--- config.mk ---
export PLATFORM = sky130hd
export DESIGN_NAME = xml_entity_decoder
export DESIGN_NICKNAME = d
export VERILOG_FILES = /design/src/rtl/core/xed_pkg.sv /design/src/rtl/core/xml_entity_decoder.sv /design/src/rtl/core/xed_front.sv /design/src/rtl/core/xed_queue.sv /design/src/rtl/core/xed_back.sv
export SDC_FILE = /design/constraint.sdc
export NUM_CORES = 1
export LEC_CHECK = 0
export BUFFER_PORTS_ARGS = -buffer_cell sky130_fd_sc_hd__buf_2
export CAP_MARGIN = 0
export CORE_MARGIN = 3
export CORE_UTILIZATION = 54
export DETAILED_ROUTE_END_ITERATION = 6
export PLACE_DENSITY = 0.77
export RECOVER_POWER = 100
export SYNTH_ARGS = -nofsm -noshare
export SYNTH_HDL_FRONTEND = slang
export SYNTH_SLANG_ARGS = --single-unit
--- constraint.sdc ---
create_clock -name i_clk -period 4.15 [get_ports i_clk]
set_input_delay 0.6225 -clock i_clk [delete_from_list [all_inputs] [get_ports i_clk]]
set_output_delay 0.6225 -clock i_clk [all_outputs]
set_load 0.01 [all_outputs]
--- src/rtl/core/xed_pkg.sv ---
// ============================================================================
// xed_pkg
// Types and codes shared by the character entity decoder's front end, queue
// and back end.
// ============================================================================
package xed_pkg;

    // End-of-stream status codes
    localparam logic [1:0] ST_OK   = 2'd0;
    localparam logic [1:0] ST_BAD  = 2'd1;
    localparam logic [1:0] ST_OPEN = 2'd2;

    // One queued job: up to four decoded bytes, optionally followed by the
    // end-of-stream result.
    typedef struct packed {
        logic [31:0] bytes;   // first byte in the lowest bits
        logic [2:0]  nbytes;  // 0 to 4
        logic        done;    // end result follows the bytes
        logic [1:0]  status;
    } t_entry;

endpackage

--- src/rtl/core/xml_entity_decoder.sv ---
// ============================================================================
// xml_entity_decoder
// Streaming decoder of XML character entities into UTF-8 bytes.
// ============================================================================
//  Channel  | Dir | Payload
//  ---------+-----+-----------------------------------------------------------
//  s_axis   | in  | tdata[7:0] text byte, tlast end of stream
//  m_axis   | out | tdata[7:0] byte, tuser {status[1:0], done, byte_valid},
//           |     | tlast last result of the input word
//
// One input word is taken per cycle while the internal queue has room; each
// entity is decoded in the same cycle that takes its ';'.
// Results leave at one word per cycle while m_axis_tready is high; the back end's
// serialiser sets that rate, and each entry passes through the queue and then its output register.
// Reset is synchronous and clears all control state; no clearing pass.
// Input stalls only when the queue of QUEUE_DEPTH entries is full.
// ============================================================================
module xml_entity_decoder import xed_pkg::*; #(
    parameter int QUEUE_DEPTH = 4
) (
    input  logic       i_clk,
    input  logic       i_rst_n,
    input  logic       s_axis_tvalid,
    output logic       s_axis_tready,
    input  logic [7:0] s_axis_tdata,   // [7:0] in_byte
    input  logic       s_axis_tlast,
    output logic       m_axis_tvalid,
    input  logic       m_axis_tready,
    output logic [7:0] m_axis_tdata,   // [7:0] out_byte
    output logic [3:0] m_axis_tuser,   // [0] byte_valid, [1] stream_done, [3:2] status
    output logic       m_axis_tlast
);

    logic   accept;
    logic   push, pop, full, head_valid;
    t_entry entry, head;

    assign s_axis_tready = !full;
    assign accept        = s_axis_tvalid && !full;

    xed_front u_front (
        .i_clk    (i_clk),
        .i_rst_n  (i_rst_n),
        .i_accept (accept),
        .i_byte   (s_axis_tdata),
        .i_last   (s_axis_tlast),
        .o_push   (push),
        .o_entry  (entry)
    );

    xed_queue #(
        .DEPTH (QUEUE_DEPTH)
    ) u_queue (
        .i_clk   (i_clk),
        .i_rst_n (i_rst_n),
        .i_push  (push),
        .i_entry (entry),
        .i_pop   (pop),
        .o_full  (full),
        .o_valid (head_valid),
        .o_head  (head)
    );

    xed_back u_back (
        .i_clk    (i_clk),
        .i_rst_n  (i_rst_n),
        .i_valid  (head_valid),
        .i_head   (head),
        .o_pop    (pop),
        .o_tvalid (m_axis_tvalid),
        .i_tready (m_axis_tready),
        .o_tdata  (m_axis_tdata),
        .o_tuser  (m_axis_tuser),
        .o_tlast  (m_axis_tlast)
    );

endmodule

--- src/rtl/core/xed_front.sv ---
// ============================================================================
// xed_front
// Parses the incoming byte stream, tracks entity state and turns each word that
// yields bytes or ends the stream into a queue entry of its UTF-8 bytes and status.
// ============================================================================
module xed_front import xed_pkg::*; (
    input  logic        i_clk,
    input  logic        i_rst_n,
    input  logic        i_accept,
    input  logic [7:0]  i_byte,
    input  logic        i_last,
    output logic        o_push,
    output t_entry      o_entry
);

    localparam logic [7:0] CH_AMP  = 8'h26;
    localparam logic [7:0] CH_SEMI = 8'h3B;
    localparam logic [7:0] CH_HASH = 8'h23;
    localparam logic [7:0] CH_X    = 8'h78;
    localparam logic [7:0] CH_APOS = 8'h27;
    localparam logic [7:0] CH_QUOT = 8'h22;
    localparam logic [7:0] CH_LT   = 8'h3C;
    localparam logic [7:0] CH_GT   = 8'h3E;
    localparam logic [2:0] TEXT_MAX  = 3'd6;
    localparam logic [2:0] COUNT_MAX = 3'd7;

    // Returns {ok, value} for one hexadecimal digit of either case.
    function automatic logic [4:0] hex_digit(input logic [7:0] c);
        logic [7:0] t;
        begin
            t = 8'd0;
            if (c >= 8'h30 && c <= 8'h39) begin
                t = c - 8'h30;
                hex_digit = {1'b1, t[3:0]};
            end else if (c >= 8'h61 && c <= 8'h66) begin
                t = c - 8'h57;
                hex_digit = {1'b1, t[3:0]};
            end else if (c >= 8'h41 && c <= 8'h46) begin
                t = c - 8'h37;
                hex_digit = {1'b1, t[3:0]};
            end else begin
                hex_digit = 5'd0;
            end
        end
    endfunction

    logic       r_inside, n_inside;
    logic       r_err, n_err;
    logic [2:0] r_count, n_count;
    logic [7:0] r_text [4];
    logic [16:0] r_dec, n_dec;
    logic       r_dec_ok, n_dec_ok;
    logic [15:0] r_hex, n_hex;
    logic       r_hex_ok, n_hex_ok;

    logic [4:0]  hd;
    logic [3:0]  dd;
    logic        is_dec;
    logic [7:0]  dd_wide;
    logic [16:0] dec_next;
    logic        name_ok;
    logic [7:0]  name_ch;
    logic        num_ok;
    logic [16:0] cp;
    logic        ent_ok;
    logic [31:0] ent_bytes;
    logic [2:0]  ent_n;

    assign hd      = hex_digit(i_byte);
    assign is_dec  = (i_byte >= 8'h30) && (i_byte <= 8'h39);
    assign dd_wide = i_byte - 8'h30;
    assign dd      = dd_wide[3:0];
    // Times ten as two shifts and an add; beyond five digits the entity is
    // bad anyway, so the wrap does not matter.
    assign dec_next = {r_dec[13:0], 3'b000} + {r_dec[15:0], 1'b0} + {13'd0, dd};

    // Decode of the collected entity, valid on the word carrying ';'
    always_comb begin
        name_ok = 1'b1;
        name_ch = 8'd0;
        if (r_count == 3'd3 && {r_text[0], r_text[1], r_text[2]} == "amp") begin
            name_ch = CH_AMP;
        end else if (r_count == 3'd4 &&
                     {r_text[0], r_text[1], r_text[2], r_text[3]} == "apos") begin
            name_ch = CH_APOS;
        end else if (r_count == 3'd4 &&
                     {r_text[0], r_text[1], r_text[2], r_text[3]} == "quot") begin
            name_ch = CH_QUOT;
        end else if (r_count == 3'd2 && {r_text[0], r_text[1]} == "lt") begin
            name_ch = CH_LT;
        end else if (r_count == 3'd2 && {r_text[0], r_text[1]} == "gt") begin
            name_ch = CH_GT;
        end else begin
            name_ok = 1'b0;
        end

        num_ok = 1'b0;
        cp     = 17'd0;
        if (r_count <= TEXT_MAX) begin
            if (r_hex_ok && r_count >= 3'd3) begin
                num_ok = 1'b1;
                cp     = {1'b0, r_hex};
            end else if (r_dec_ok && r_count >= 3'd2) begin
                num_ok = 1'b1;
                cp     = r_dec;
            end
        end
        // Surrogate halves are not characters
        if (cp >= 17'h0D800 && cp <= 17'h0DFFF) begin
            num_ok = 1'b0;
        end

        ent_bytes = 32'd0;
        ent_n     = 3'd0;
        if (name_ok) begin
            ent_bytes = {24'd0, name_ch};
            ent_n     = 3'd1;
        end else if (cp < 17'h00080) begin
            ent_bytes = {24'd0, cp[7:0]};
            ent_n     = 3'd1;
        end else if (cp < 17'h00800) begin
            ent_bytes = {16'd0, 2'b10, cp[5:0], 3'b110, cp[10:6]};
            ent_n     = 3'd2;
        end else if (cp < 17'h10000) begin
            ent_bytes = {8'd0, 2'b10, cp[5:0], 2'b10, cp[11:6], 4'b1110, cp[15:12]};
            ent_n     = 3'd3;
        end else begin
            ent_bytes = {2'b10, cp[5:0], 2'b10, cp[11:6], 3'b100, cp[16:12], 8'hF0};
            ent_n     = 3'd4;
        end
        ent_ok = name_ok || num_ok;
    end

    always_comb begin
        n_inside = r_inside;
        n_err    = r_err;
        n_count  = r_count;
        n_dec    = r_dec;
        n_dec_ok = r_dec_ok;
        n_hex    = r_hex;
        n_hex_ok = r_hex_ok;
        o_entry  = '0;
        if (i_accept) begin
            if (!r_err) begin
                if (r_inside) begin
                    if (i_byte == CH_SEMI) begin
                        if (ent_ok) begin
                            o_entry.bytes  = ent_bytes;
                            o_entry.nbytes = ent_n;
                        end else begin
                            n_err = 1'b1;
                        end
                        n_inside = 1'b0;
                        n_count  = 3'd0;
                    end else begin
                        if (r_count < COUNT_MAX) begin
                            n_count = r_count + 3'd1;
                        end
                        if (r_count == 3'd0) begin
                            n_dec    = 17'd0;
                            n_hex    = 16'd0;
                            n_dec_ok = (i_byte == CH_HASH);
                            n_hex_ok = (i_byte == CH_HASH);
                        end else begin
                            n_dec    = dec_next;
                            n_dec_ok = r_dec_ok && is_dec;
                            if (r_count == 3'd1) begin
                                n_hex_ok = r_hex_ok && (i_byte == CH_X);
                            end else begin
                                n_hex    = {r_hex[11:0], hd[3:0]};
                                n_hex_ok = r_hex_ok && hd[4];
                            end
                        end
                    end
                end else if (i_byte == CH_AMP) begin
                    n_inside = 1'b1;
                    n_count  = 3'd0;
                end else begin
                    o_entry.bytes  = {24'd0, i_byte};
                    o_entry.nbytes = 3'd1;
                end
            end
            if (i_last) begin
                o_entry.done   = 1'b1;
                o_entry.status = n_err ? ST_BAD : (n_inside ? ST_OPEN : ST_OK);
                n_inside = 1'b0;
                n_count  = 3'd0;
                n_err    = 1'b0;
            end
        end
    end

    assign o_push = i_accept && (i_last || o_entry.nbytes != 3'd0);

    always_ff @(posedge i_clk) begin
        if (!i_rst_n) begin
            r_inside <= 1'b0;
            r_err    <= 1'b0;
            r_count  <= 3'd0;
        end else begin
            r_inside <= n_inside;
            r_err    <= n_err;
            r_count  <= n_count;
        end
    end

    // Entity text and running numeric values need no reset
    always_ff @(posedge i_clk) begin
        r_dec    <= n_dec;
        r_dec_ok <= n_dec_ok;
        r_hex    <= n_hex;
        r_hex_ok <= n_hex_ok;
        if (i_accept && !r_err && r_inside && i_byte != CH_SEMI && r_count < 3'd4) begin
            r_text[r_count[1:0]] <= i_byte;
        end
    end

    // A finished stream leaves the parser clean for the next one
    a_last_clears: assert property (@(posedge i_clk) disable iff (!i_rst_n)
        i_accept && i_last |=> !r_inside && !r_err && r_count == 3'd0)
        else $error("state not cleared after last word");

    // An error word never produces bytes
    a_err_silent: assert property (@(posedge i_clk) disable iff (!i_rst_n)
        i_accept && r_err |-> o_entry.nbytes == 3'd0)
        else $error("bytes emitted after error");

    // A completed entity never sets both an error and bytes
    a_bad_no_bytes: assert property (@(posedge i_clk) disable iff (!i_rst_n)
        i_accept && !r_err && n_err |-> o_entry.nbytes == 3'd0)
        else $error("bad entity produced bytes");

endmodule

--- src/rtl/core/xed_queue.sv ---
// ============================================================================
// xed_queue
// Short first-in first-out queue of decoded entries between the front end
// and the back end.
// ============================================================================
module xed_queue import xed_pkg::*; #(
    parameter int DEPTH = 4
) (
    input  logic   i_clk,
    input  logic   i_rst_n,
    input  logic   i_push,
    input  t_entry i_entry,
    input  logic   i_pop,
    output logic   o_full,
    output logic   o_valid,
    output t_entry o_head
);

    localparam int PW = (DEPTH > 1) ? $clog2(DEPTH) : 1;
    localparam int CW = $clog2(DEPTH + 1);
    localparam logic [CW-1:0] DEPTH_C = CW'(DEPTH);
    localparam logic [PW-1:0] LAST_P  = PW'(DEPTH - 1);

    t_entry        r_mem [DEPTH];
    logic [PW-1:0] r_wr, r_rd;
    logic [CW-1:0] r_cnt;
    logic          do_push, do_pop;

    assign o_full  = (r_cnt == DEPTH_C);
    assign o_valid = (r_cnt != '0);
    assign o_head  = r_mem[r_rd];
    assign do_push = i_push && !o_full;
    assign do_pop  = i_pop && o_valid;

    always_ff @(posedge i_clk) begin
        if (!i_rst_n) begin
            r_wr  <= '0;
            r_rd  <= '0;
            r_cnt <= '0;
        end else begin
            if (do_push) begin
                r_wr <= (r_wr == LAST_P) ? '0 : r_wr + PW'(1);
            end
            if (do_pop) begin
                r_rd <= (r_rd == LAST_P) ? '0 : r_rd + PW'(1);
            end
            if (do_push && !do_pop) begin
                r_cnt <= r_cnt + CW'(1);
            end else if (do_pop && !do_push) begin
                r_cnt <= r_cnt - CW'(1);
            end
        end
    end

    always_ff @(posedge i_clk) begin
        if (do_push) begin
            r_mem[r_wr] <= i_entry;
        end
    end

    a_no_overflow: assert property (@(posedge i_clk) disable iff (!i_rst_n)
        !(i_push && o_full))
        else $error("push into full queue");

    a_cnt_range: assert property (@(posedge i_clk) disable iff (!i_rst_n)
        r_cnt <= DEPTH_C)
        else $error("queue count out of range");

    a_ptr_match: assert property (@(posedge i_clk) disable iff (!i_rst_n)
        (r_cnt == '0 || r_cnt == DEPTH_C) |-> r_wr == r_rd)
        else $error("queue pointers inconsistent with count");

endmodule

--- src/rtl/core/xed_back.sv ---
// ============================================================================
// xed_back
// Serialises queued entries into results, one word per cycle while i_tready does
// not hold the output, through an output register.
// ============================================================================
module xed_back import xed_pkg::*; (
    input  logic       i_clk,
    input  logic       i_rst_n,
    input  logic       i_valid,
    input  t_entry     i_head,
    output logic       o_pop,
    output logic       o_tvalid,
    input  logic       i_tready,
    output logic [7:0] o_tdata,
    output logic [3:0] o_tuser,
    output logic       o_tlast
);

    logic       r_valid;
    logic [7:0] r_data;
    logic [3:0] r_user;
    logic       r_last;
    logic [2:0] r_idx, n_idx;

    logic       load;
    logic       is_byte;
    logic [2:0] total;
    logic       res_last;
    logic [7:0] sel_byte;

    assign load     = i_valid && (!r_valid || i_tready);
    assign total    = i_head.nbytes + {2'd0, i_head.done};
    assign is_byte  = (r_idx < i_head.nbytes);
    assign res_last = (r_idx == total - 3'd1);
    assign sel_byte = i_head.bytes[r_idx[1:0]*8 +: 8];
    assign o_pop    = load && res_last;

    always_comb begin
        n_idx = r_idx;
        if (load) begin
            n_idx = res_last ? 3'd0 : r_idx + 3'd1;
        end
    end

    always_ff @(posedge i_clk) begin
        if (!i_rst_n) begin
            r_valid <= 1'b0;
            r_idx   <= 3'd0;
        end else begin
            r_idx <= n_idx;
            if (load) begin
                r_valid <= 1'b1;
            end else if (i_tready) begin
                r_valid <= 1'b0;
            end
        end
    end

    always_ff @(posedge i_clk) begin
        if (load) begin
            r_last <= res_last;
            if (is_byte) begin
                r_data <= sel_byte;
                r_user <= {ST_OK, 1'b0, 1'b1};
            end else begin
                r_data <= 8'd0;
                r_user <= {i_head.status, 1'b1, 1'b0};
            end
        end
    end

    assign o_tvalid = r_valid;
    assign o_tdata  = r_data;
    assign o_tuser  = r_user;
    assign o_tlast  = r_last;

    // The end result is always the last of its word's results
    a_done_last: assert property (@(posedge i_clk) disable iff (!i_rst_n)
        r_valid && r_user[1] |-> r_last)
        else $error("end result not marked last");

    // A result is either a byte or the end result, never both
    a_kind_excl: assert property (@(posedge i_clk) disable iff (!i_rst_n)
        r_valid |-> (r_user[0] ^ r_user[1]))
        else $error("result kind flags inconsistent");

    // Serialiser index never passes the entry's result count
    a_idx_range: assert property (@(posedge i_clk) disable iff (!i_rst_n)
        i_valid |-> r_idx < total)
        else $error("serialiser index out of range");

endmodule
* Word-level counts from Yosys, hierarchy flattened
Memories as Yosys holds them, arrays and structs flattened. A register that Yosys moved wholly into a read port is not among the register bits. Cells that the tools add are included.
Storage, ports and cells: bits in registers 64, memory bits (writable) 184, input port bits 13, output and inout bits 15, logic and storage cells 188, memories 2
Operators by class: add/sub/neg operators 13, $lt $le $gt $ge 17, eq/ne operators 21, shifts and indexed selects 1, muxes and demuxes 73, bitwise operators 2, reduce and logical (&&, ||, !) cells 43
Memory list:
- u_queue.r_mem | words 4, width 38, rd ports 1, clocked after memory_dff 1, write ports 1, RTL line xed_queue.sv:24 | t_entry r_mem [DEPTH];
- u_front.r_text | words 4, width 8, rd ports 4, clocked after memory_dff 0, write ports 1, RTL line xed_front.sv:50 | logic [7:0] r_text [4];
Operators with widths (number):
- $mux 35 | 4
- $mux 32 | 4
- $eq 32x31->1 const B | 2
- $mux 17 | 3
- $mux 3 | 14
- $mux 38 | 1
- $eq 16x15->1 const B | 2
- $mux 8 | 4
- $shiftx 32x6->8 | 1
- $mux 1 | 30
- $logic_and 1x1->1 | 26
- $eq 24x23->1 const B | 1
- $eq 8x6->1 const B | 3
- $add 17x17->17 | 1
- $add 17x4->17 | 1
- $ge 17x16->1 const B | 1
- $le 17x16->1 const B | 1
- $lt 17x12->1 const B | 1
- $lt 17x17->1 const B | 1
- $lt 17x8->1 const B | 1
- $ge 8x7->1 const B | 2
- $le 8x7->1 const B | 2
- $mux 16 | 1
- $mux 5 | 3
- 33 further kinds | 60

* Depth between registers and ports, before layout
depth in word-level cells 25, gate-level depth with buffers 19, gate-level depth less buffers 16

* Hierarchy
From an unflattened synthesis, not the netlist that was laid out.
Unflattened totals: cells, all modules 871, area, all modules 12334.3 sq um
By module, submodules not included:
- xed_queue | times used 1, cells each 249, area an instance 5974.5 sq um, seq. area each 4744.6 sq um
- xed_front | times used 1, cells each 547, area an instance 5331.4 sq um, seq. area each 2112.0 sq um
- xed_back | times used 1, cells each 73, area an instance 1018.5 sq um, seq. area each 470.5 sq um
- xml_entity_decoder | times used 1, cells each 2, area an instance 10.0 sq um, seq. area each 0.0 sq um

* Least setup slack after synthesis
OpenSTA, ideal clock, no wires.
path type reg-to-reg, from reg u_front.r_count[2], to mem u_queue.r_mem[3][0] in the netlist's numbering, enable pin, setup time 0.394 ns, arrival 3.459 ns, data required time 3.756 ns, setup slack 0.297 ns, stages on the path, launching flop included 14, path buffers 3, clock period less this slack 3.853 ns, cells stage by stage dfxtp_1 > buf_2 > inv_1 > ha_1 > a211o_1 > buf_2 > nand3_1 > a21oi_2 > nor4_4 > o21ai_1 > o31ai_1 > or3_1 > buf_6 > and2_1
RTL lines:
- from (decl) | RTL line xed_front.sv:49 | logic [2:0] r_count, n_count;
- from (signal assigned) | RTL line xed_front.sv:203 | r_count <= n_count;
- to (decl) | RTL line xed_queue.sv:24

* Worst setup path in the final report
from reg u_front.r_count[0], to mem u_queue.r_mem[2][25] in the netlist's numbering, enable pin
On the way: longest elaborated chain between the ends 21, elaborated cells between the ends (all ways) 47
Ends and longest elaborated chain:
- $ge 3x2->1 | RTL line xed_front.sv:103 | end else if (r_dec_ok && r_count >= 3'd2) begin
- $logic_and 1x1->1 | RTL line xed_front.sv:103
- $mux 17 | RTL line xed_front.sv:103
- $mux 17 | RTL line xed_front.sv:100 | if (r_hex_ok && r_count >= 3'd3) begin
- $mux 17 | RTL line xed_front.sv:99 | if (r_count <= TEXT_MAX) begin
- $lt 17x17->1 | RTL line xed_front.sv:124 | end else if (cp < 17'h10000) begin
- $mux 3 | RTL line xed_front.sv:124
- $mux 3 | RTL line xed_front.sv:121 | end else if (cp < 17'h00800) begin
- [5 not listed]
- $mux 35 * | RTL line xed_front.sv:144 | if (!r_err) begin
- $mux 38 * | RTL line xed_front.sv:143 | if (i_accept) begin
- $reduce_bool 3->1 * | RTL line xed_front.sv:193 | assign o_push = i_accept && (i_last || o_entry.nbytes != 3'd0);
- $logic_or 1x1->1 * | RTL line xed_front.sv:193
- $logic_and 1x1->1 * | RTL line xed_front.sv:193
- $logic_and 1x1->1 * | RTL line xed_queue.sv:32 | assign do_push = i_push && !o_full;
- $mux 1 * | RTL line xed_queue.sv:56 | if (do_push) begin
- $mux 1 (implied by the code) * | RTL line xed_queue.sv:57 | r_mem[r_wr] <= i_entry;
Mark *: on every way between the ends. The rest lies on a longest branch, timed or not.

==> results by group <==
Outcome
  • Status: complete, but fails checks
  • Failing checks: design-rule violations

Clock tree
  • CTS max path bufs: 3
  • Clock transition at the registers of the reported paths: 60 ps
  • Hold buffer count at cts: 0
  • Root Buffer: clkbuf_16
  • Sink Count: 234
  • Total CTS buffers: 25
  • CTS tree: yes
  • Worst-Skew Late Latency: 510 ps
  • H-tree depth: 1

Placed design
  • Dpl ws: 223.5 ps
  • Routability cong.: 0.9326
  • Hpwl dp: 16.12 mm
  • Buffers on Ports: 27

Layout
  • Antenna Cells: 0
  • Area delta synth->final: 11.75%
  • Final net count: 934
  • Post-Route Utilization: 0.6182
  • Layout cell share with drive strength beyond 1: 0.1421

Synthesis
  • Post-synth top area share: 0.5757
  • XOR/XNOR Fraction of Synth Area: 0.01710
  • Post-synthesis adder-cell area fraction: 0.05975
  • Post-Synthesis Cells: 815
  • Main combinational cell family by area after synthesis: simple AND/OR/NAND/NOR gates
  • Area contributors post-synth: edfxtp_1, mux4_2, ha_1, dfxtp_1, nand2_1
  • Flops & latches, synth: 234
  • Compound-gate portion of the synthesized area: 0.07474
  • Dominant synthesized flop cell: edfxtp_1
  • Number of flops mapped to enable cells by yosys: 216
  • Post-synthesis async set-or-reset flop share: 0
  • Synth area leader: edfxtp_1
  • Yosys cell types: 74
  • Post-Synth Simple-Gate Area: 0.1328
  • Synthesized net count: 880
  • Syn Area/Cell: 13.82 µm²
  • Yosys warns: 0
  • Post-synthesis mux area share: 0.08641
  • Seq/Total Area, Yosys: 0.6077
  • Mapped Area: 0.01127 mm²

Route
  • Final WL: 23.65 mm
  • Pre-antenna DRT Iters: 7
  • Routed vias/inst: 5.974
  • Post-DRT Antenna Nets: 0
  • Vias: 6912
  • Routed wire length per instance: 20.44 µm
  • Drc violations: 12
  • Drt initial violations: 581

Floorplanning
  • Chip Width: 150.4 µm
  • Initial Util: 0.5532
  • Core Region: 0.02036 mm²
  • Floorplan row count: 52
  • Die Area: 0.02263 mm²
  • Num ports: 28
  • Die Height: 150.4 µm

Worst setup path
  • Buf/Inv on CP: 3
  • CP arrival: 4040 ps
  • CP Class: flip-flop to flip-flop
  • Critical Path Sink Type: flip-flop
  • Slowest library cell on the worst path: or3_1
  • Crit path top cell by count: ha_1
  • Crit path required time: 4300 ps
  • Critical path fanouts, max: 34
  • Worst-path cell chain: ha_1, ha_1, a211oi_4, nor2_4, a31oi_2, nand4b_1, nand2b_2, nand2_4, inv_2, or3_1, clkbuf_1, and2_0, clkbuf_4
  • Slowest stage delay, CP: 360 ps
  • Crit path max-delay family: simple AND/OR/NAND/NOR gates
  • CP startpoint kind: flip-flop

Timing
  • Slew Viols, Final: 0
  • Endpoints failing hold: 0
  • Final setup skew: 18.87 ps
  • Max Freq: 0.2571 GHz
  • Slew margin rel.: 0.06358
  • Min Tclk post-route: 3890 ps
  • TNS Setup: 0 ps
  • RSZ-0062 raised after global routing: no
  • Worst slew pin tran: 1405 ps
  • # setup viols final: 0
  • Post-route setup slack: 260.4 ps
  • Crit share post-route: 0.9373

Flow run
  • Max cap viols: 0

Power and ir drop
  • Pwr Density: 516.2 mW/mm²
  • Pleak: 4.439 nW
  • VDD IR-drop max: 267.1 µV

GRT
  • First-pass GRT wire length: 37.96 mm
  • Largest net degree at the start of global routing: 35
  • Vias in the first global route: 6905
  • Gr ovfl total: 0
  • Initial antenna violation count: 0
  • GR Util All Layers: 0.2171

Hold path
  • Min-delay worst type: input port to flip-flop
-- where the power goes --
group | switching, mW | internal [mW] | leakage (nW)
Combinational | 0.663 | 0.605 | 1.85
Sequential | 0.126 | 2.95 | 2.20
Clock | 0.846 | 1.31 | 0.391
Total | 1.63 | 4.86 | 4.44
-- through the flow --
step | instance area, µm² | hold slack (ps) | power (mW) | instances
after CTS | 12620 | 374.4 | 6.614 | 1154
after global routing | 12590 | 395.3 | 6.817 | 1157
final | 12590 | 391.9 | 6.499 | 1157
after floorplan | 11270 | 467.7 | 4.052 | 815
after detailed placement | 11820 | 470.7 | 4.440 | 1109
after global placement | 11820 | 461.6 | 4.387 | 1109
-- metal layers --
layer	GRT usage	up-vias	routed length, µm
li1	-	3226	-
met1	0.2907	3371	9726
met2	0.3570	259	11530
met3	0.04214	56	1559
met4	0.07868	0	834
met5	0	-	0
-- final timing paths --
check / cells after the start / from / slack (ps) / endpoint
worst max-delay path: 13 / u_front.r_count[0] / 260 / u_queue.r_mem[2][25]
worst min-delay path: 4 / m_axis_tready / 390 / u_back.o_tvalid
worst max register to register: 13 / u_front.r_count[0] / 260 / u_queue.r_mem[2][25]
worst min register to register: 2 / u_back.o_tvalid / 480 / u_back.o_tvalid
-- synthesized netlist by cell type, types with 5 or more instances --
master,n
a211oi_1,8
a21oi_1,43
and2_1,12
and3_1,9
buf_1,5
clkbuf_1,20
dfxtp_1,18
edfxtp_1,216
ha_1,49
inv_1,26
mux2i_1,5
mux4_2,41
nand2_1,66
nand2b_1,7
nand3_1,21
nand4_1,6
nand4b_1,7
nor2_1,60
nor2b_1,34
nor3_1,17
nor4_1,8
o211ai_1,5
o21ai_0,20
xnor2_1,20
-- state kept, by name (all words and copies together), names as in the netlist, 3 cells and up, named ones only --
signal / flops
u_front.r_hex: 16
u_back.o_tuser: 4
u_front.r_dec: 17
u_queue.r_mem: 136
u_back.r_idx: 3
u_front.r_count: 3
u_back.o_tdata: 8
u_queue.r_cnt: 3
u_front.r_text: 32
-- layout make-up --
class	count	area, µm²
fillers	1510	7775
flip-flops and latches	234	6848
multi-input cells	521	4189
clock buffers	33	665.6
well taps	270	337.8
repair buffers	58	302.8
clock inverters	12	137.6
inverters	29	108.9
-- timing repair --
| action | 4_1_cts | 5_1_grt |
|---|---|---|
| setup buffers | 0 | 3 |
| resized for setup | 0 | 2 |
| setup endpoints to repair | 0 | 1 |
-- logic make-up after synthesis --
kind of cell,after synthesis
muxes,46
adders and majority gates,52
DFF,234
and+or+nand+nor,277
xor gates and xnor gates,22
buffers and inverters,60
AOI/OAI and AO/OA,124
-- worst min-delay path, stage by stage --
cell      delay, ps
buf_2            70
inv_1            40
nand2_1          50
a21boi_0         60
-- placed cells by master (no fill, tap or decap), types with 8 or more instances in the layout --
master	count
edfxtp_1	216
nand2_1	66
nor2_1	60
ha_1	49
a21oi_1	42
mux4_2	41
clkbuf_1	39
nor2b_1	33
inv_1	27
clkbuf_16	25
nand3_1	21
o21ai_0	20
xnor2_1	20
nor3_1	17
dfxtp_1	17
buf_4	16
and3_1	9
a211oi_1	8
nor4_1	8
(Power assumes the default switching activity.)
